<file path="config.mk">
export PLATFORM = sky130hd
export DESIGN_NAME = lsb_stego_extract_deframe_top_flat
export DESIGN_NICKNAME = d
export VERILOG_FILES = /design/src/hw/rtl/lsed_pkg.sv /design/src/hw/rtl/lsed_pix_if.sv /design/src/hw/rtl/lsed_res_if.sv /design/src/hw/rtl/lsed_lane.sv /design/src/hw/rtl/lsed_core.sv /design/src/hw/rtl/lsb_stego_extract_deframe_top.sv /design/src/flat_wrapper.sv
export VERILOG_INCLUDE_DIRS = /design/src /design/src/hw/rtl
export SDC_FILE = /design/constraint.sdc
export NUM_CORES = 1
export LEC_CHECK = 0
export BUFFER_PORTS_ARGS = -buffer_cell sky130_fd_sc_hd__buf_2
export CAP_MARGIN = 20
export CORE_MARGIN = 2
export CORE_UTILIZATION = 37
export DETAILED_ROUTE_END_ITERATION = 7
export SETUP_SLACK_MARGIN = 0.5
export SLEW_MARGIN = 0
export SYNTH_ARGS = -nofsm -noshare
export SYNTH_HDL_FRONTEND = slang
export SYNTH_SLANG_ARGS = --single-unit
</file>
<file path="constraint.sdc">
create_clock -name clk -period 4.7 [get_ports clk]
set_input_delay 0.705 -clock clk [delete_from_list [all_inputs] [get_ports clk]]
set_output_delay 0.705 -clock clk [all_outputs]
set_load 0.05 [all_outputs]
</file>
<file path="src/hw/rtl/lsb_stego_extract_deframe_top_assert.svh">
// Assertion helpers shared by the deframer modules.
// Each use expects clk in scope; LSED_ASSERT also expects rst_n.
`ifndef LSB_STEGO_EXTRACT_DEFRAME_TOP_ASSERT_SVH
`define LSB_STEGO_EXTRACT_DEFRAME_TOP_ASSERT_SVH

// Checked only outside reset.
`define LSED_ASSERT(lbl, prop, msg) \
    lbl: assert property (@(posedge clk) disable iff (!rst_n) (prop)) else $error(msg);

// Checked on every edge, reset included.
`define LSED_ASSERT_ALWAYS(lbl, prop, msg) \
    lbl: assert property (@(posedge clk) (prop)) else $error(msg);

`endif

</file>
<file path="src/hw/rtl/lsed_pkg.sv">
`default_nettype none

package lsed_pkg;

    localparam int NUM_LANES = 3;
    localparam int MARK_MAX  = 16;

    localparam logic [1:0] ST_RUN       = 2'd0;
    localparam logic [1:0] ST_END_FOUND = 2'd1;
    localparam logic [1:0] ST_START_BAD = 2'd2;
    localparam logic [1:0] ST_NO_END    = 2'd3;

    localparam logic [7:0] START_MARK [MARK_MAX] = '{
        8'h70, 8'h65, 8'h65, 8'h70, 8'h6f, 8'h73, 8'h74, 8'h61,
        8'h72, 8'h74, 8'h00, 8'h00, 8'h00, 8'h00, 8'h00, 8'h00
    };

    localparam logic [7:0] END_MARK [MARK_MAX] = '{
        8'h70, 8'h65, 8'h65, 8'h70, 8'h6f, 8'h65, 8'h6e, 8'h64,
        8'h00, 8'h00, 8'h00, 8'h00, 8'h00, 8'h00, 8'h00, 8'h00
    };

    // What one bit lane contributes to the byte under assembly.
    typedef struct packed {
        logic [7:0] mask;
        logic       hit;
    } lane_t;

    typedef struct packed {
        logic       byte_valid;
        logic [7:0] payload_byte;
        logic [1:0] status;
        logic       done_res;
    } res_t;

endpackage

`default_nettype wire

</file>
<file path="src/hw/rtl/lsed_pix_if.sv">
`default_nettype none

interface lsed_pix_if;
    logic       valid;
    logic       ready;
    logic [7:0] red;
    logic [7:0] green;
    logic [7:0] blue;
    logic       last_pixel;

    modport source (output valid, output red, output green, output blue,
                    output last_pixel, input ready);
    modport sink   (input valid, input red, input green, input blue,
                    input last_pixel, output ready);
endinterface

`default_nettype wire

</file>
<file path="src/hw/rtl/lsed_res_if.sv">
`default_nettype none

interface lsed_res_if;
    logic       valid;
    logic       ready;
    logic       byte_valid;
    logic [7:0] payload_byte;
    logic [1:0] status;
    logic       done_res;

    modport source (output valid, output byte_valid, output payload_byte,
                    output status, output done_res, input ready);
    modport sink   (input valid, input byte_valid, input payload_byte,
                    input status, input done_res, output ready);
endinterface

`default_nettype wire

</file>
<file path="src/hw/rtl/lsed_lane.sv">
`default_nettype none

module lsed_lane
    import lsed_pkg::*;
#(
    parameter int LANE = 0
)
(
    input  wire logic [2:0] bit_pos,
    input  wire logic       data_bit,
    output lane_t           lane
);

    logic [2:0] pos;

    // Each lane sits LANE places below the pixel's first bit, modulo 8.
    assign pos       = bit_pos - 3'(LANE);
    assign lane.mask = data_bit ? (8'd1 << pos) : 8'd0;
    assign lane.hit  = (pos == 3'd0);

endmodule

`default_nettype wire

</file>
<file path="src/hw/rtl/lsed_core.sv">
`default_nettype none
`include "lsb_stego_extract_deframe_top_assert.svh"

module lsed_core
    import lsed_pkg::*;
#(
    parameter int START_MARK_LEN = 10,
    parameter int END_MARK_LEN   = 8
)
(
    input  wire logic       clk,
    input  wire logic       rst_n,
    input  wire logic       acc,
    input  wire logic [2:0] pix_bits,
    input  wire logic       pix_last,
    input  wire logic       chk_start,
    output logic            res_valid,
    output res_t            res
);

    localparam int HC_W   = $clog2(START_MARK_LEN + 1);
    localparam int FILL_W = $clog2(END_MARK_LEN + 1);

    logic [2:0]        bp_reg, bp_next;
    logic [7:0]        partial_reg, partial_next;
    logic [HC_W-1:0]   hdr_reg, hdr_next;
    logic [FILL_W-1:0] fill_reg, fill_next;
    logic              fin_reg, fin_next;
    logic [7:0]        win_reg [END_MARK_LEN];
    logic [7:0]        win_next [END_MARK_LEN];

    lane_t             lanes [NUM_LANES];
    logic [7:0]        early, late;
    logic              byte_done;
    logic [3:0]        hdr_ext;
    logic              hdr_active, full, push, leave, mismatch, end_found, match_all;
    logic [1:0]        status;

    for (genvar c = 0; c < NUM_LANES; c++) begin : g_lane
        lsed_lane #(.LANE(c)) u_lane (
            .bit_pos  (bp_reg),
            .data_bit (pix_bits[NUM_LANES-1-c]),
            .lane     (lanes[c])
        );
    end

    // Merge: bits up to the completing lane close the byte, the rest open the next.
    always_comb
    begin
        early     = partial_reg;
        late      = 8'd0;
        byte_done = 1'b0;
        for (int c = 0; c < NUM_LANES; c++)
        begin
            if (byte_done)
                late = late | lanes[c].mask;
            else
                early = early | lanes[c].mask;
            byte_done = byte_done | lanes[c].hit;
        end
    end

    // Only read while the header is active, so four bits always cover it.
    assign hdr_ext    = 4'(hdr_reg);
    assign hdr_active = (hdr_reg < HC_W'(START_MARK_LEN));
    assign full       = (fill_reg == FILL_W'(END_MARK_LEN));

    always_comb
    begin
        bp_next      = bp_reg;
        partial_next = partial_reg;
        hdr_next     = hdr_reg;
        fill_next    = fill_reg;
        fin_next     = fin_reg;
        push         = 1'b0;
        leave        = 1'b0;
        mismatch     = 1'b0;
        status       = ST_RUN;
        if (acc && !fin_reg)
        begin
            bp_next = bp_reg - 3'(NUM_LANES);
            if (byte_done)
            begin
                partial_next = late;
                if (hdr_active)
                begin
                    hdr_next = hdr_reg + HC_W'(1);
                    mismatch = chk_start && (early != START_MARK[hdr_ext]);
                end
                else
                begin
                    push = 1'b1;
                    if (full)
                        leave = 1'b1;
                    else
                        fill_next = fill_reg + FILL_W'(1);
                end
            end
            else
            begin
                partial_next = early;
            end
        end
        end_found = push && (fill_next == FILL_W'(END_MARK_LEN)) && match_all;
        if (acc && !fin_reg)
        begin
            fin_next = mismatch || end_found;
            if (mismatch)
                status = ST_START_BAD;
            else if (end_found)
                status = ST_END_FOUND;
            else if (pix_last)
                status = ST_NO_END;
        end
        // Last pixel: drop the image state (bit position, partial byte, counts, finish) for the next image.
        if (acc && pix_last)
        begin
            bp_next      = 3'd7;
            partial_next = 8'd0;
            hdr_next     = '0;
            fill_next    = '0;
            fin_next     = 1'b0;
        end
    end

    // Hold-back window: newest byte enters at the top, oldest leaves at entry 0.
    always_comb
    begin
        win_next = win_reg;
        if (push)
        begin
            for (int i = 0; i < END_MARK_LEN - 1; i++)
                win_next[i] = win_reg[i+1];
            win_next[END_MARK_LEN-1] = early;
        end
    end

    always_comb
    begin
        match_all = 1'b1;
        for (int i = 0; i < END_MARK_LEN; i++)
            match_all = match_all & (win_next[i] == END_MARK[i]);
    end

    assign res_valid        = acc && (leave || (status != ST_RUN));
    assign res.byte_valid   = leave;
    assign res.payload_byte = leave ? win_reg[0] : 8'd0;
    assign res.status       = status;
    assign res.done_res     = (status != ST_RUN);

    always_ff @(posedge clk or negedge rst_n)
    begin
        if (!rst_n)
        begin
            bp_reg      <= 3'd7;
            partial_reg <= 8'd0;
            hdr_reg     <= '0;
            fill_reg    <= '0;
            fin_reg     <= 1'b0;
        end
        else
        begin
            bp_reg      <= bp_next;
            partial_reg <= partial_next;
            hdr_reg     <= hdr_next;
            fill_reg    <= fill_next;
            fin_reg     <= fin_next;
        end
    end

    always_ff @(posedge clk)
    begin
        win_reg <= win_next;
    end

    `LSED_ASSERT(a_quiet_after_finish, (acc && fin_reg && !pix_last) |-> !res_valid, "result after finish")
    `LSED_ASSERT(a_last_clears, (acc && pix_last) |=> (bp_reg == 3'd7 && fill_reg == '0 && !fin_reg), "image state not cleared")
    `LSED_ASSERT(a_leave_needs_full, (res_valid && res.byte_valid) |-> full, "byte left a window not full")

endmodule

`default_nettype wire

</file>
<file path="src/hw/rtl/lsb_stego_extract_deframe_top.sv">
// Channel | Dir | Payload                                  | Transfer
// pix     | in  | red, green, blue, last_pixel             | valid & ready
// res     | out | byte_valid, payload_byte, status, done_res | valid & ready
// cfg     | in  | cfg_wr_data (check_start_mark)           | cfg_wr_en
//
// One pixel per clock while pix.ready is high; a pixel's result is visible in the cycle after its transfer.
// All per-pixel work (three bit lanes, merge, 8-byte window compare) fits in
// the accepting cycle; the only storage between the sides is the output register.
// pix.ready drops only while a result sits in the output register and res.ready is low.
// rst_n is asynchronous; after reset check_start_mark is 1 and no clearing pass runs.
`default_nettype none
`include "lsb_stego_extract_deframe_top_assert.svh"

module lsb_stego_extract_deframe_top
    import lsed_pkg::*;
#(
    parameter int START_MARK_LEN = 10,
    parameter int END_MARK_LEN   = 8
)
(
    input  wire logic   clk,
    input  wire logic   rst_n,
    input  wire logic   cfg_wr_en,
    input  wire logic   cfg_wr_data,
    lsed_pix_if.sink    pix,
    lsed_res_if.source  res
);

    logic chk_reg;
    logic out_vld_reg, out_vld_next;
    res_t out_reg;
    logic acc;
    logic core_vld;
    res_t core_res;

    // Take a pixel whenever the output register is empty or drains this cycle.
    assign pix.ready = !out_vld_reg || res.ready;
    assign acc       = pix.valid && pix.ready;

    lsed_core #(
        .START_MARK_LEN (START_MARK_LEN),
        .END_MARK_LEN   (END_MARK_LEN)
    ) u_core (
        .clk       (clk),
        .rst_n     (rst_n),
        .acc       (acc),
        .pix_bits  ({pix.red[0], pix.green[0], pix.blue[0]}),
        .pix_last  (pix.last_pixel),
        .chk_start (chk_reg),
        .res_valid (core_vld),
        .res       (core_res)
    );

    // Hold the result until transfer; load a new one if this pixel makes one.
    always_comb
    begin
        out_vld_next = out_vld_reg;
        if (res.ready)
            out_vld_next = 1'b0;
        if (core_vld)
            out_vld_next = 1'b1;
    end

    always_ff @(posedge clk or negedge rst_n)
    begin
        if (!rst_n)
        begin
            chk_reg     <= 1'b1;
            out_vld_reg <= 1'b0;
        end
        else
        begin
            if (cfg_wr_en)
                chk_reg <= cfg_wr_data;
            out_vld_reg <= out_vld_next;
        end
    end

    always_ff @(posedge clk)
    begin
        if (core_vld)
            out_reg <= core_res;
    end

    assign res.valid        = out_vld_reg;
    assign res.byte_valid   = out_reg.byte_valid;
    assign res.payload_byte = out_reg.payload_byte;
    assign res.status       = out_reg.status;
    assign res.done_res     = out_reg.done_res;

    `LSED_ASSERT(a_no_take_when_stalled, (res.valid && !res.ready) |-> !pix.ready, "pixel taken over a stalled result")
    `LSED_ASSERT(a_res_held, (res.valid && !res.ready) |=> $stable(out_reg), "stalled result moved")
    `LSED_ASSERT_ALWAYS(a_reset_empty, !rst_n |=> !res.valid || rst_n, "output valid out of reset")

endmodule

`default_nettype wire
</file>
<file path="src/flat_wrapper.sv">
// flat-port wrapper written by rule: the top's interface ports become plain ports
module lsb_stego_extract_deframe_top_flat import lsed_pkg::*;
#(
    parameter int START_MARK_LEN = 10,
    parameter int END_MARK_LEN   = 8
)
  (clk, rst_n, cfg_wr_en, cfg_wr_data, pix_valid, pix_red, pix_green, pix_blue, pix_last_pixel, pix_ready, res_valid, res_byte_valid, res_payload_byte, res_status, res_done_res, res_ready);
  lsed_pix_if pix_i ();
  lsed_res_if res_i ();
  input  wire logic clk;
  input  wire logic rst_n;
  input  wire logic cfg_wr_en;
  input  wire logic cfg_wr_data;
  input wire logic [$bits(pix_i.valid)-1:0] pix_valid;
  input wire logic [$bits(pix_i.red)-1:0] pix_red;
  input wire logic [$bits(pix_i.green)-1:0] pix_green;
  input wire logic [$bits(pix_i.blue)-1:0] pix_blue;
  input wire logic [$bits(pix_i.last_pixel)-1:0] pix_last_pixel;
  output wire logic [$bits(pix_i.ready)-1:0] pix_ready;
  output wire logic [$bits(res_i.valid)-1:0] res_valid;
  output wire logic [$bits(res_i.byte_valid)-1:0] res_byte_valid;
  output wire logic [$bits(res_i.payload_byte)-1:0] res_payload_byte;
  output wire logic [$bits(res_i.status)-1:0] res_status;
  output wire logic [$bits(res_i.done_res)-1:0] res_done_res;
  input wire logic [$bits(res_i.ready)-1:0] res_ready;
  assign pix_i.valid = pix_valid;
  assign pix_i.red = pix_red;
  assign pix_i.green = pix_green;
  assign pix_i.blue = pix_blue;
  assign pix_i.last_pixel = pix_last_pixel;
  assign pix_ready = pix_i.ready;
  assign res_valid = res_i.valid;
  assign res_byte_valid = res_i.byte_valid;
  assign res_payload_byte = res_i.payload_byte;
  assign res_status = res_i.status;
  assign res_done_res = res_i.done_res;
  assign res_i.ready = res_ready;
  lsb_stego_extract_deframe_top #(.START_MARK_LEN(START_MARK_LEN), .END_MARK_LEN(END_MARK_LEN)) u_core (.clk(clk), .rst_n(rst_n), .cfg_wr_en(cfg_wr_en), .cfg_wr_data(cfg_wr_data), .pix(pix_i), .res(res_i));
endmodule
</file>
=== After elaboration in Yosys (flattened, before gate mapping) ===
Memories as Yosys holds them, arrays and structs flattened.
Index checks and enable logic that the tools add are counted.

* Input port bits: 31
* Memories: 1
* Bits in read-only memories: 128
* Output and inout port bits: 14
* Logic and storage cells: 118
* Flip-flop bits (word level): 98

{| class="wikitable"
|+ Memories
! memory !! depth !! bits a word !! read ports !! clocked after memory_dff !! wr ports !! RTL line !! RTL
|-
| (name not given) || 16 || 8 || 1 || 0 || 0 || lsed_core.sv:88 || <nowiki>mismatch = chk_start && (early != START_MARK[hdr_ext]);</nowiki>
|}

* Reduce and logical (&&, ||, !) cells: 21
* Equal/unequal tests: 11
* $lt $le $gt $ge: 2
* Bitwise operators: 14
* Add/subtract/negate cells: 5
* Mux-type cells: 42
* Shift-type cells: 3

{| class="wikitable"
|+ Operator list
! cell !! number
|-
| $mux 8 || 12
|-
| $eq 8x7->1 const B || 8
|-
| $mux 64 || 1
|-
| $mux 4 || 9
|-
| $or 8x8->8 || 4
|-
| $shl 1x3->8 const A || 3
|-
| $mux 1 || 14
|-
| $reduce_bool 2->1 || 5
|-
| $logic_not 3->1 || 3
|-
| $add 4x1->4 const B || 2
|-
| $eq 4x4->1 const B || 2
|-
| $mux 2 || 4
|-
| $ne 8x8->1 || 1
|-
| $and 1x1->1 || 7
|-
| $logic_and 1x1->1 || 7
|-
| $mux 3 || 2
|-
| $sub 3x2->3 const B || 2
|-
| $ge 5x5->1 const B || 1
|-
| $not 4->5 || 1
|-
| $lt 4x4->1 const B || 1
|-
| $logic_or 1x1->1 || 3
|-
| $reduce_and 3->1 || 1
|-
| $sub 3x1->3 const B || 1
|-
| $logic_not 1->1 || 2
|-
| $or 1x1->1 || 2
|}

=== Depth between registers and ports, before layout ===
Gate-level depths: netlist of the first run.

* Depth after elaboration: 24
* Depth in mapped cells: 12
* Gate-level depth less buffers: 10

=== Hierarchy ===
Synthesis of the first run repeated with hierarchy kept, for this count alone.

* Cells, all modules: 534
* Area total of the unflattened synthesis: 4629.4 um^2

{| class="wikitable"
|+ Modules (own cells, without submodules)
! module !! area an instance (um^2) !! sequential area each (um^2) !! instances !! cells each
|-
| lsed_core || 3875.0 || 1785.5 || 1 || 489
|-
| lsb_stego_extract_deframe_top || 452.9 || 411.6 || 1 || 18
|-
| lsed_lane at u_core.u_core.g_lane[1].u_lane ... || 102.6 || 0.0 || 2 || 9
|-
| lsed_lane at u_core.u_core.g_lane[0].u_lane || 96.3 || 0.0 || 1 || 9
|}

=== Least setup slack after synthesis of the first run ===
OpenSTA, ideal clock, no wires.

* Path type: register to register
* From: register u_core.u_core.bp_reg[2]
* To: register u_core.out_reg, in the netlist u_core.res.byte_valid (enable)
* Setup slack: 1275 ps
* Stages on the path, launching flop included: 12
* Clock period less this slack: 3425 ps
* Buffers on the path: 2
* Required time: 4341 ps
* Arrival time: 3066 ps
* Library setup time: 359 ps
* Cells stage by stage: dfstp_2 > buf_6 > inv_1 > ha_1 > buf_2 > a21oi_2 > nand3b_1 > a2111oi_2 > nor2_1 > or4b_4 > nand2b_1 > o31a_1

* Cells in the longest elaborated chain, start to end: 22
* Elaborated cells between the ends (all ways): 54
* Classes of those cells: 2 x add/sub; 10 x eq/ne; 3 x shift; 18 x mux; 12 x bitwise; 9 x reduce/logical

{| class="wikitable"
|+ Ends and longest elaborated chain
! element !! RTL line !! RTL
|-
| from (decl) || lsed_core.sv:24 || <nowiki>logic [2:0] bp_reg, bp_next;</nowiki>
|-
| from (signal assigned) || lsed_core.sv:163 || <nowiki>bp_reg <= bp_next;</nowiki>
|-
| $sub 3x1->3 || lsed_lane.sv:17 || <nowiki>assign pos = bit_pos - 3'(LANE);</nowiki>
|-
| $logic_not 3->1 || lsed_lane.sv:19 || <nowiki>assign lane.hit = (pos == 3'd0);</nowiki>
|-
| $or 1x1->1 (2 in a row) || lsed_core.sv:59 || <nowiki>byte_done = byte_done | lanes[c].hit;</nowiki>
|-
| $mux 1 || lsed_core.sv:82 || <nowiki>if (byte_done)</nowiki>
|-
| $mux 1 || lsed_core.sv:79 || <nowiki>if (acc && !fin_reg)</nowiki>
|-
| $mux 64 || lsed_core.sv:130 || <nowiki>if (push)</nowiki>
|-
| $eq 8x7->1 || lsed_core.sv:142 || <nowiki>match_all = match_all & (win_next[i] == END_MARK[i]);</nowiki>
|-
| $and 1x1->1 (7 in a row) || lsed_core.sv:142 ||
|-
| $logic_and 1x1->1 || lsed_core.sv:104 || <nowiki>end_found = push && (fill_next == FILL_W'(END_MARK_LEN)) && match_all;</nowiki>
|-
| $mux 2 || lsed_core.sv:110 || <nowiki>else if (end_found)</nowiki>
|-
| $mux 2 || lsed_core.sv:108 || <nowiki>if (mismatch)</nowiki>
|-
| $mux 2 || lsed_core.sv:105 || <nowiki>if (acc && !fin_reg)</nowiki>
|-
| $reduce_bool 2->1 || lsed_core.sv:145 || <nowiki>assign res_valid = acc && (leave || (status != ST_RUN));</nowiki>
|-
| $logic_or 1x1->1 * || lsed_core.sv:145 ||
|-
| $logic_and 1x1->1 * || lsed_core.sv:145 ||
|-
| net u_core.core_vld || lsb_stego_extract_deframe_top.sv:33 || <nowiki>logic core_vld;</nowiki>
|-
| to (signal assigned) || lsb_stego_extract_deframe_top.sv:82 || <nowiki>out_reg <= core_res;</nowiki>
|-
| to (decl) || lsb_stego_extract_deframe_top.sv:31 || <nowiki>res_t out_reg;</nowiki>
|}

The timed path passes the listed nets; every way through them passes the cells marked *.
A chain may end at the register's enable or synchronous reset.

=== Worst setup path in the final report of the first run ===
* From: register u_core.u_core.bp_reg[2]
* To: register u_core.out_reg, in the netlist u_core.res.status[1] (enable)

The elaborated chain is that of the path after synthesis.

==> impl_metrics.yaml, run 1 <==
logic_synthesis:
  synth.distinct_cells: 70
  avgSynthCellArea_um2: 8.94
  async_flop_share_pct: 22.4
  synth-edff-count: 12
  synth-seq-cells: 98
  syn_inst: 518
  synth_warnings: 0
  syn_area_mm2: 0.00463
  syn_nets: 564
  yosysSeqAreaShare_pct: 47.5
  synth_top_flop_cell: "dfxtp_1"
floorplanning:
  dieArea_mm2: 0.0134
  rows: 40
  die_w_um: 116
  initial_core_util_pct: 38.2
  die_h_um: 116
  core_area_mm2: 0.0121
  num_io_pins: 45
global_route:
  grt_overflow_total: 0
  grt_pass1_wl_um: 17200
  antenna_found_initial: 0
  grt_max_degree: 47
  grt_usage_pct: 16.3
  grt_pass1_vias: 3525
clock_network:
  cts_tree: "done"
  cts_hold_buffers: 0
  cts_setup_buffers: 0
  htreeDepth: 3
  clk_latency_ps: 340
  cts_buffer_depth: 2
  path_clk_slew_ps: 70
  ctsRootBufferMaster: "clkbuf_16"
  numCtsBuffers: 9
  cts.sinks: 98
worst_setup_path:
  crit_arrival_ps: 3790
  cp_cell_sequence: "inv_1 > ha_1 > a21oi_2 > nand3b_1 > a2111oi_2 > nor2_1 > or4b_4 > nand2b_1 > o31a_2"
  r2r-end: "u_core.res.status[1]"
  cp-start-kind: "flop"
  r2r_slack_ps: 930
  end_kind: "flop"
  required_ps: 4720
  slowest_stage: "dfstp_2"
  r2r_cells: 9
  path_max_fanout: 12
  path_class: "reg2reg"
  r2r_start: "u_core.u_core.bp_reg[2]"
  crit_start: "u_core.u_core.bp_reg[2]"
  setup.worst_path.end: "u_core.res.status[1]"
  critPathMaxStageDelay_ps: 680
worst_hold_path:
  min-delay-path-class: "in2async"
final_layout:
  drive_above_1_share_pct: 14.7
  largest_reg_flops: 64
  stdcell_count: 707
  fin_nets: 580
  area_growth_pct: 12.4
  diodes: 0
  n_fill_cell: 1185
sta:
  drv_slew: 0
  fin_crit_sh_pct: 80.3
  hold_violations: 0
  fin_skew_ps: 11.7
  slew_headroom_pct: 39.3
  final.min_clock_period_ps: 3770
  whs_ps: 327
  fmax_mhz: 265
  rsz0062_at_grt: "false"
  finalSetupTns_ps: 0
  worstMarginPinSlew_ps: 910
  finalSetupViolCount: 0
run_status:
  outcome: "completed"
pwr:
  power.density_mw_per_mm2: 465
  swShare_pct: 35.0
  clkPwrFrac_pct: 28.7
  power_frac_seq_pct: 39.9
  combPwrFrac_pct: 31.4
  p_sw_w: 0.000848
  irDropWorstVdd_v: 0.000180
  power.leakage_nw: 2.24
  p_int_w: 0.00157
placed_design:
  dp.cells: 691
  portBuffers: 23
  dp_hpwl_um: 7010
  place_congestion: 0.876
drt:
  via_count: 3643
  wl_per_cell_um: 14.4
  antenna_left: 0
  via_per_inst: 5.15
  drc: 0
  drtIter0Drc: 363
  firstDrtPassIters: 5
  wl_um: 10200
job:
  cap_violations: 0
per-layer routing:
layer  part of all wire [%]  routed length, um  track usage [%]  up-vias
met3                    4.5                454             3.50       24
met4                    2.5                255             7.38        0
met5                      0                  0                0        -
met2                     43               4410             24.3       85
li1                       -                  -                -     1826
met1                     50               5040             22.8     1708
cells by family (layout without fill, tap and decap cells):
family / count (synthesis) / after routing / synth area share (%)
AO/OA/AOI/OAI: 71 / 71 / 11.8
XOR/XNOR: 9 / 9 / 1.70
adder cells (fa/ha/maj): 15 / 15 / 4.05
buffers and inverters: 35 / 56 / 3.19
flip-flops: 98 / 98 / 47.5
multiplexers: 15 / 15 / 3.59
AND/OR/NAND/NOR: 275 / 275 / 28.2
timing repair:
action | CTS | global route
resized for setup | 0 | 2
endpoints found under the setup margin | 0 | 12
endpoints found under the hold margin | 0 | 0
layout by cell type, fill, tap and decap left out, types with 5 or more instances in the layout:
| cell | instances |
|---|---|
| ha_1 | 15 |
| buf_4 | 8 |
| nand2b_1 | 7 |
| nand2_1 | 159 |
| mux2_2 | 13 |
| edfxtp_1 | 12 |
| and2_1 | 9 |
| xnor2_1 | 6 |
| a21oi_1 | 14 |
| dfrtp_1 | 18 |
| o21ai_0 | 5 |
| inv_1 | 9 |
| dfxtp_1 | 64 |
| nor2_1 | 38 |
| a221oi_1 | 6 |
| nor3_1 | 8 |
| nand4_1 | 8 |
| nor4b_1 | 5 |
| buf_2 | 23 |
| clkbuf_16 | 9 |
power groups by stage:
| stage | Sequential, W | Clock, W | Combinational (W) |
|---|---|---|---|
| 3_5_place_dp | 0.000981 | 0 | 0.000738 |
| 2_1_floorplan | 0.00101 | 0 | 0.000508 |
| 3_3_place_gp | 0.000981 | 0 | 0.000720 |
| 5_1_grt | 0.000974 | 0.000750 | 0.000836 |
| 4_1_cts | 0.000964 | 0.000711 | 0.000739 |
| 6_report | 0.000965 | 0.000696 | 0.000760 |
critical path: cells and delay by family, from the launching register on:
family / cells / cell delay, ps
AOI/OAI and AO/OA: 3 / 900
buffers and inverters: 1 / 140
adders and majority gates: 1 / 500
and+or+nand+nor: 4 / 1220
DFF: 1 / 680
Yosys cell counts, types with 4 or more instances:
master | count | area [um2]
a21o_1 | 4 | 30.0
a21oi_1 | 14 | 70.1
a221oi_1 | 6 | 52.6
a22o_1 | 4 | 35.0
a31o_2 | 4 | 35.0
a31oi_1 | 4 | 25.0
and2_1 | 9 | 56.3
clkbuf_1 | 18 | 67.6
dfrtp_1 | 18 | 450
dfstp_2 | 4 | 105
dfxtp_1 | 64 | 1280
edfxtp_1 | 12 | 360
ha_1 | 15 | 188
inv_1 | 9 | 33.8
mux2_2 | 13 | 146
nand2_1 | 159 | 597
nand2b_1 | 7 | 43.8
nand3_1 | 4 | 20.0
nand3b_1 | 4 | 30.0
nand4_1 | 8 | 50.1
nor2_1 | 38 | 143
nor2b_1 | 4 | 25.0
nor3_1 | 8 | 40.0
nor4_1 | 4 | 25.0
nor4b_1 | 5 | 43.8
o21a_1 | 4 | 30.0
o21ai_0 | 5 | 25.0
xnor2_1 | 6 | 52.6
area by class of cell:
type | instances | area [um2] | area share [%]
clock inverter | 5 | 37.5 | 0.722
tap | 168 | 210 | 4.04
sequential | 98 | 2200 | 42.2
multi-input combinational | 385 | 2310 | 44.3
timing repair buffer | 31 | 175 | 3.37
clock buffer | 11 | 243 | 4.67
inverter | 9 | 33.8 | 0.649
worst min-delay path by stage:
| stage | to | slack (ps) | cells past startpoint |
|---|---|---|---|
| floorplan | u_core.res.valid | 410 | 0 |
| global placement | u_core.u_core.win_reg[58] | 430 | 2 |
| detailed placement | u_core.u_core.win_reg[56] | 430 | 2 |
| CTS | u_core.u_core.partial_reg[3] | 350 | 1 |
| global route | u_core.u_core.partial_reg[3] | 370 | 1 |
| finish | u_core.u_core.partial_reg[3] | 330 | 1 |
metrics by stage:
step / setup WS (ps) / area (um2) / power [W] / utilization, %
6_report: 927 / 5200 / 0.00242 / 43.0
5_1_grt: 668 / 5200 / 0.00256 / 43.0
4_1_cts: 763 / 5190 / 0.00241 / 42.9
3_5_place_dp: 785 / 4910 / 0.00172 / 40.5
3_3_place_gp: 823 / 4910 / 0.00170 / 40.5
2_1_floorplan: 1280 / 4630 / 0.00152 / -
(Power assumes the default switching activity.)
==> run 2: changes to the inputs <==
Clock period 4.7 ns to 3.5 ns, I/O delays scaled along.
==> run 2 against run 1 <==
Effect of this change: combinational power up 82%; critical path depth up 1; sequential share of layout area down 2.9 points; first-iteration DRC count down 12%.
==> impl_metrics.yaml, run 2 (synthesis results as in run 1) <==
pwr:
  combPwrFrac_pct: 37.8
  irDropWorstVdd_v: 0.000318
  clkPwrFrac_pct: 26.8
  power.density_mw_per_mm2: 653
  swShare_pct: 36.5
  p_int_w: 0.00232
  p_sw_w: 0.00133
  power.leakage_nw: 2.37
  power_frac_seq_pct: 35.4
floorplanning:
  die_h_um: 116
  core_area_mm2: 0.0121
  rows: 40
  die_w_um: 116
  dieArea_mm2: 0.0134
  initial_core_util_pct: 38.2
  num_io_pins: 45
sta:
  fin_crit_sh_pct: 89.6
  finalSetupViolCount: 0
  fmax_mhz: 319
  hold_violations: 0
  finalSetupTns_ps: 0
  final.min_clock_period_ps: 3140
  rsz0062_at_grt: "true"
  fin_skew_ps: 6.08
  drv_slew: 0
  slew_headroom_pct: 51.6
  worstMarginPinSlew_ps: 724
worst_setup_path:
  required_ps: 3620
  r2r-end: "u_core.res.byte_valid"
  crit_arrival_ps: 3260
  end_kind: "flop"
  path_max_fanout: 12
  r2r_slack_ps: 360
  crit_start: "u_core.u_core.bp_reg[1]"
  r2r_start: "u_core.u_core.bp_reg[1]"
  r2r_cells: 10
  cp-start-kind: "flop"
  path_class: "reg2reg"
  setup.worst_path.end: "u_core.res.byte_valid"
clock_network:
  clk_latency_ps: 350
  path_clk_slew_ps: 70
  cts_tree: "done"
  cts_hold_buffers: 0
  ctsRootBufferMaster: "clkbuf_16"
  numCtsBuffers: 9
  cts.sinks: 98
  cts_buffer_depth: 2
  htreeDepth: 3
final_layout:
  multi_input_area_mm2: 0.00252
  drive_above_1_share_pct: 21.7
  diodes: 0
  layout_common_cells: "nand2_1, dfxtp_1, nor2_1"
  area_growth_pct: 20.8
  final_cell_area_mm2: 0.00559
  n_fill_cell: 1157
  ff_latch_area_mm2: 0.00220
  stdcell_count: 726
  layout_commonest_cell: "nand2_1"
  largest_reg_flops: 64
  fin_nets: 599
placed_design:
  dp_hpwl_um: 7330
  dp.cells: 702
  portBuffers: 23
  placed_cell_area_mm2: 0.00509
  place_congestion: 0.884
drt:
  via_per_inst: 5.14
  drc: 0
  wl_per_cell_um: 15.1
  drtIter0Drc: 318
  wl_um: 10900
  via_count: 3733
  firstDrtPassIters: 5
  antenna_left: 0
job:
  cap_violations: 0
global_route:
  grt_pass1_vias: 3518
  grt_overflow_total: 0
  grt_pass1_wl_um: 17800
  antenna_found_initial: 0
  grt_max_degree: 47
  grt_usage_pct: 17.3
worst_hold_path:
  min-delay-path-class: "in2async"
run_status:
  outcome: "completed"
[run 2: cell count changes in the layout (fill, tap and decap cells not counted), moves of 3 or more]
cell / change
a221oi_1: -4
buf_4: +17
ha_1: -5
ha_4: +4
inv_1: -3
nand2_1: -3
[run 2: power by group through the flow]
| stage | registers [W] | logic, W | clock network (W) |
|---|---|---|---|
| 4_1_cts | 0.00129 | 0.00126 | 0.000998 |
| 3_5_place_dp | 0.00131 | 0.00117 | 0 |
| 2_1_floorplan | 0.00136 | 0.000786 | 0 |
| 5_1_grt | 0.00130 | 0.00147 | 0.00105 |
| 3_3_place_gp | 0.00131 | 0.00114 | 0 |
| 6_report | 0.00129 | 0.00138 | 0.000978 |
[run 2: layer usage]
metal,up-vias,part of all wire (%),global-route usage (%)
li1,1866,-,-
met3,16,4.4,3.87
met5,-,0,0
met2,87,45,26.0
met4,0,1.9,7.38
met1,1764,49,23.9
[run 2: final cells by class]
type,instances,share of cell area (%)
clock inverter,6,0.761
tap,168,3.76
timing repair buffer,50,5.84
inverter,9,0.738
clock buffer,10,4.47
sequential,98,39.3
multi-input combinational,385,45.1
[run 2: worst max-delay path: stages, from the launching register on]
cell and delay [ps]:
dfstp_2 570, inv_4 70, ha_4 290, nor3b_4 420, a221o_1 340, buf_4 170, xor2_1 80, nor4_2 310
a31oi_4 130, o31a_1 350, buf_12 160
[run 2: how the worst min path moves through the flow]
stage	startpoint	endpoint	slack (ps)	cells after the start
after CTS	rst_n	u_core.u_core.partial_reg[7]	160	1
after floorplan	rst_n	u_core.res.valid	230	0
final	rst_n	u_core.u_core.partial_reg[7]	150	1
after global routing	rst_n	u_core.u_core.partial_reg[6]	180	1
after global placement	u_core.u_core.win_reg[58]	u_core.u_core.win_reg[58]	420	2
after detailed placement	u_core.u_core.win_reg[63]	u_core.u_core.win_reg[63]	430	2
[run 2: per-stage QoR]
step	utilization [%]	power (W)	hold slack, ps	setup WS, ps
after CTS	45.3	0.00355	160	372
after floorplan	-	0.00215	229	235
after detailed placement	42.0	0.00248	434	169
after global placement	42.0	0.00245	425	244
after global routing	46.2	0.00383	179	249
final	46.2	0.00365	147	363
[run 2: timing repair]
item                                   CTS  global route
endpoints found under the hold margin    0             0
setup endpoints to repair               17            16
setup buffers                            7             1
gates resized for setup                 12            14
pin swaps                                3             9
==> run 3: changes to the inputs <==
Settings changed: SYNTH_HIERARCHICAL from default to 1.
==> run 3 against run 2 <==
Effect of this change: the run now ends with design-rule violations left; register-to-register slack got worse by 130 ps; die area is the same; highest routed layer unchanged; via count grew 0.48%; combinational power about the same; count of clock-buffer cells in the layout shrank 1; sequential share of layout area shrank 0.13 points; final area up 0.85%; core utilization increased by 0.39 points; power is 4.2% higher; setup slack worse by 130 ps; largest power group unchanged; final cell count increased by 3.9%; clock power rose by 9%.
==> impl_metrics.yaml, run 3 <==
sta:
  hold_violations: 0
  fmax_mhz: 306
  drv_slew: 0
  finalSetupViolCount: 0
  finalSetupTns_ps: 0
  setup_slack_ps: 236
  slew_headroom_pct: 37.5
  fin_skew_ps: 5.19
  whs_ps: 169
  final.min_clock_period_ps: 3260
  rsz0062_at_grt: "true"
  worstMarginPinSlew_ps: 931
  fin_crit_sh_pct: 93.3
pwr:
  power.leakage_nw: 2.50
  power_w: 0.00381
  irDropWorstVdd_v: 0.000268
  power.density_mw_per_mm2: 675
logic_synthesis:
  netlist_top_cells_area: "dfxtp_1, nand2_1, dfrtp_1"
  synth_top_area_share_pct: 27.7
  synth-edff-count: 12
  async_flop_share_pct: 22.4
  synth_xor_xnor_area_share_pct: 1.70
  yosysMostFrequentCell: "nand2_1"
  syn_area_mm2: 0.00463
  synth_top_family_by_area: "simple AND/OR/NAND/NOR gates"
  syn_inst: 534
  synthMuxAreaShare_pct: 1.22
  synth_top_area_cell: "dfxtp_1"
  avgSynthCellArea_um2: 8.67
  synth-seq-cells: 98
  synth.distinct_cells: 59
  synth_top_flop_cell: "dfxtp_1"
  synthAdderAreaFrac_pct: 2.16
  yosys-top-cells-count: "nand2_1, dfxtp_1, nor2_1"
  synth_simple_gate_area_share_pct: 34.1
  synth_warnings: 6
  yosysSeqAreaShare_pct: 47.5
  syn_nets: 573
  synth_compound_area_share_pct: 10.3
floorplanning:
  die_h_um: 116
  num_io_pins: 45
  core_area_mm2: 0.0121
  dieArea_mm2: 0.0134
  rows: 40
  die_w_um: 116
  initial_core_util_pct: 38.2
worst_setup_path:
  r2r_start: "u_core/u_core/bp_reg[0]"
  path_class: "reg2reg"
  path_max_fanout: 6
  required_ps: 3560
  end_kind: "flop"
  r2r_cells: 10
  r2r_slack_ps: 240
  r2r-end: "u_core/res.status[1]"
  crit_arrival_ps: 3330
  cp-start-kind: "flop"
clock_network:
  cts.sinks: 98
  ctsRootBufferMaster: "clkbuf_16"
  numCtsBuffers: 9
  clk_latency_ps: 340
  htreeDepth: 3
  cts_hold_buffers: 0
  path_clk_slew_ps: 70
  cts_buffer_depth: 2
  cts_tree: "done"
final_layout:
  fin_nets: 620
  area_growth_pct: 21.8
  largest_reg_flops: 64
  layout_common_cells: "nand2_1, dfxtp_1, buf_4"
  stdcell_count: 754
  drive_above_1_share_pct: 20.3
  diodes: 0
  layout_commonest_cell: "nand2_1"
drt:
  drc: 2
  wl_met1_um: 5310
  route.met2.wl_um: 4720
  antenna_left: 0
  firstDrtPassIters: 6
  wl_per_cell_um: 14.1
  via_per_inst: 4.97
  wl_met3_um: 484
  drtIter0Drc: 291
  wl_um: 10600
  via_count: 3751
  top_layer: "met4"
run_status:
  violations: "design-rule violations"
  outcome: "finished, violations left"
global_route:
  grt_max_degree: 70
  grt_pass1_vias: 3550
  grt_overflow_total: 0
  grt_usage_pct: 16.4
  grt_pass1_wl_um: 17400
  antenna_found_initial: 0
placed_design:
  portBuffers: 23
  dp.cells: 723
  place_congestion: 0.834
  pre_cts_slack_ps: 150
  dp_hpwl_um: 6930
job:
  cap_violations: 0
worst_hold_path:
  min-delay-path-class: "in2async"
run 3: worst max-delay path by stage:
stage | start | end | slack, ps | cells past startpoint
6_report | u_core/u_core/bp_reg[0] | u_core/res.status[1] | 240 | 10
5_1_grt | u_core/u_core/bp_reg[0] | u_core/res.payload_byte[5] | 150 | 10
4_1_cts | u_core/u_core/bp_reg[0] | u_core/res.done_res | 240 | 10
3_5_place_dp | u_core/u_core/bp_reg[0] | u_core/res.payload_byte[4] | 150 | 9
3_3_place_gp | u_core/u_core/bp_reg[0] | u_core/res.payload_byte[5] | 190 | 9
2_1_floorplan | u_core/u_core/bp_reg[0] | u_core/res.byte_valid | 150 | 8
run 3: repair_timing:
| action | 4_1_cts | 5_1_grt |
|---|---|---|
| pin swaps | 7 | 4 |
| setup endpoints to repair | 16 | 17 |
| setup buffers | 12 | 2 |
| gates resized for setup | 8 | 12 |
| gates cloned | 1 | 0 |
run 3: layout make-up:
type	instances	area, um2
clock buffer	9	225
fill	1163	6470
tap	168	210
clock inverter	7	103
timing repair buffer	61	455
sequential	98	2210
inverter	9	33.8
multi-input combinational	402	2400
run 3: through the flow:
stage	area (um2)	utilization, %
finish	5640	46.6
global route	5640	46.6
CTS	5570	46.0
detailed placement	5110	42.2
global placement	5110	42.2
floorplan	4700	-
run 3: routing by layer:
metal	GRT usage (%)	vias up
li1	-	1938
met1	23.5	1737
met2	24.7	68
met3	3.24	8
met4	5.56	0
met5	0	-
run 3: power breakdown:
group | internal [W] | switching (W)
combinational | 0.000628 | 0.000759
sequential | 0.00126 | 0.0000902
clock | 0.000633 | 0.000436
run 3: kinds of logic after synthesis:
family,after synthesis
buffers and inverters,34
adders and majority gates,8
AOI/OAI and AO/OA,71
xor gates and xnor gates,9
and+or+nand+nor,309
muxes,5
DFF,98
run 3: critical path, cell delays in order (launching register included):
cell and delay (ps):
dfstp_4 660, nor3b_4 300, nor2_2 80, a2111o_1 400
or2_1 270, or4_4 440, nor4b_4 320, nor2_2 90
a31oi_4 190, buf_6 130, buf_16 110
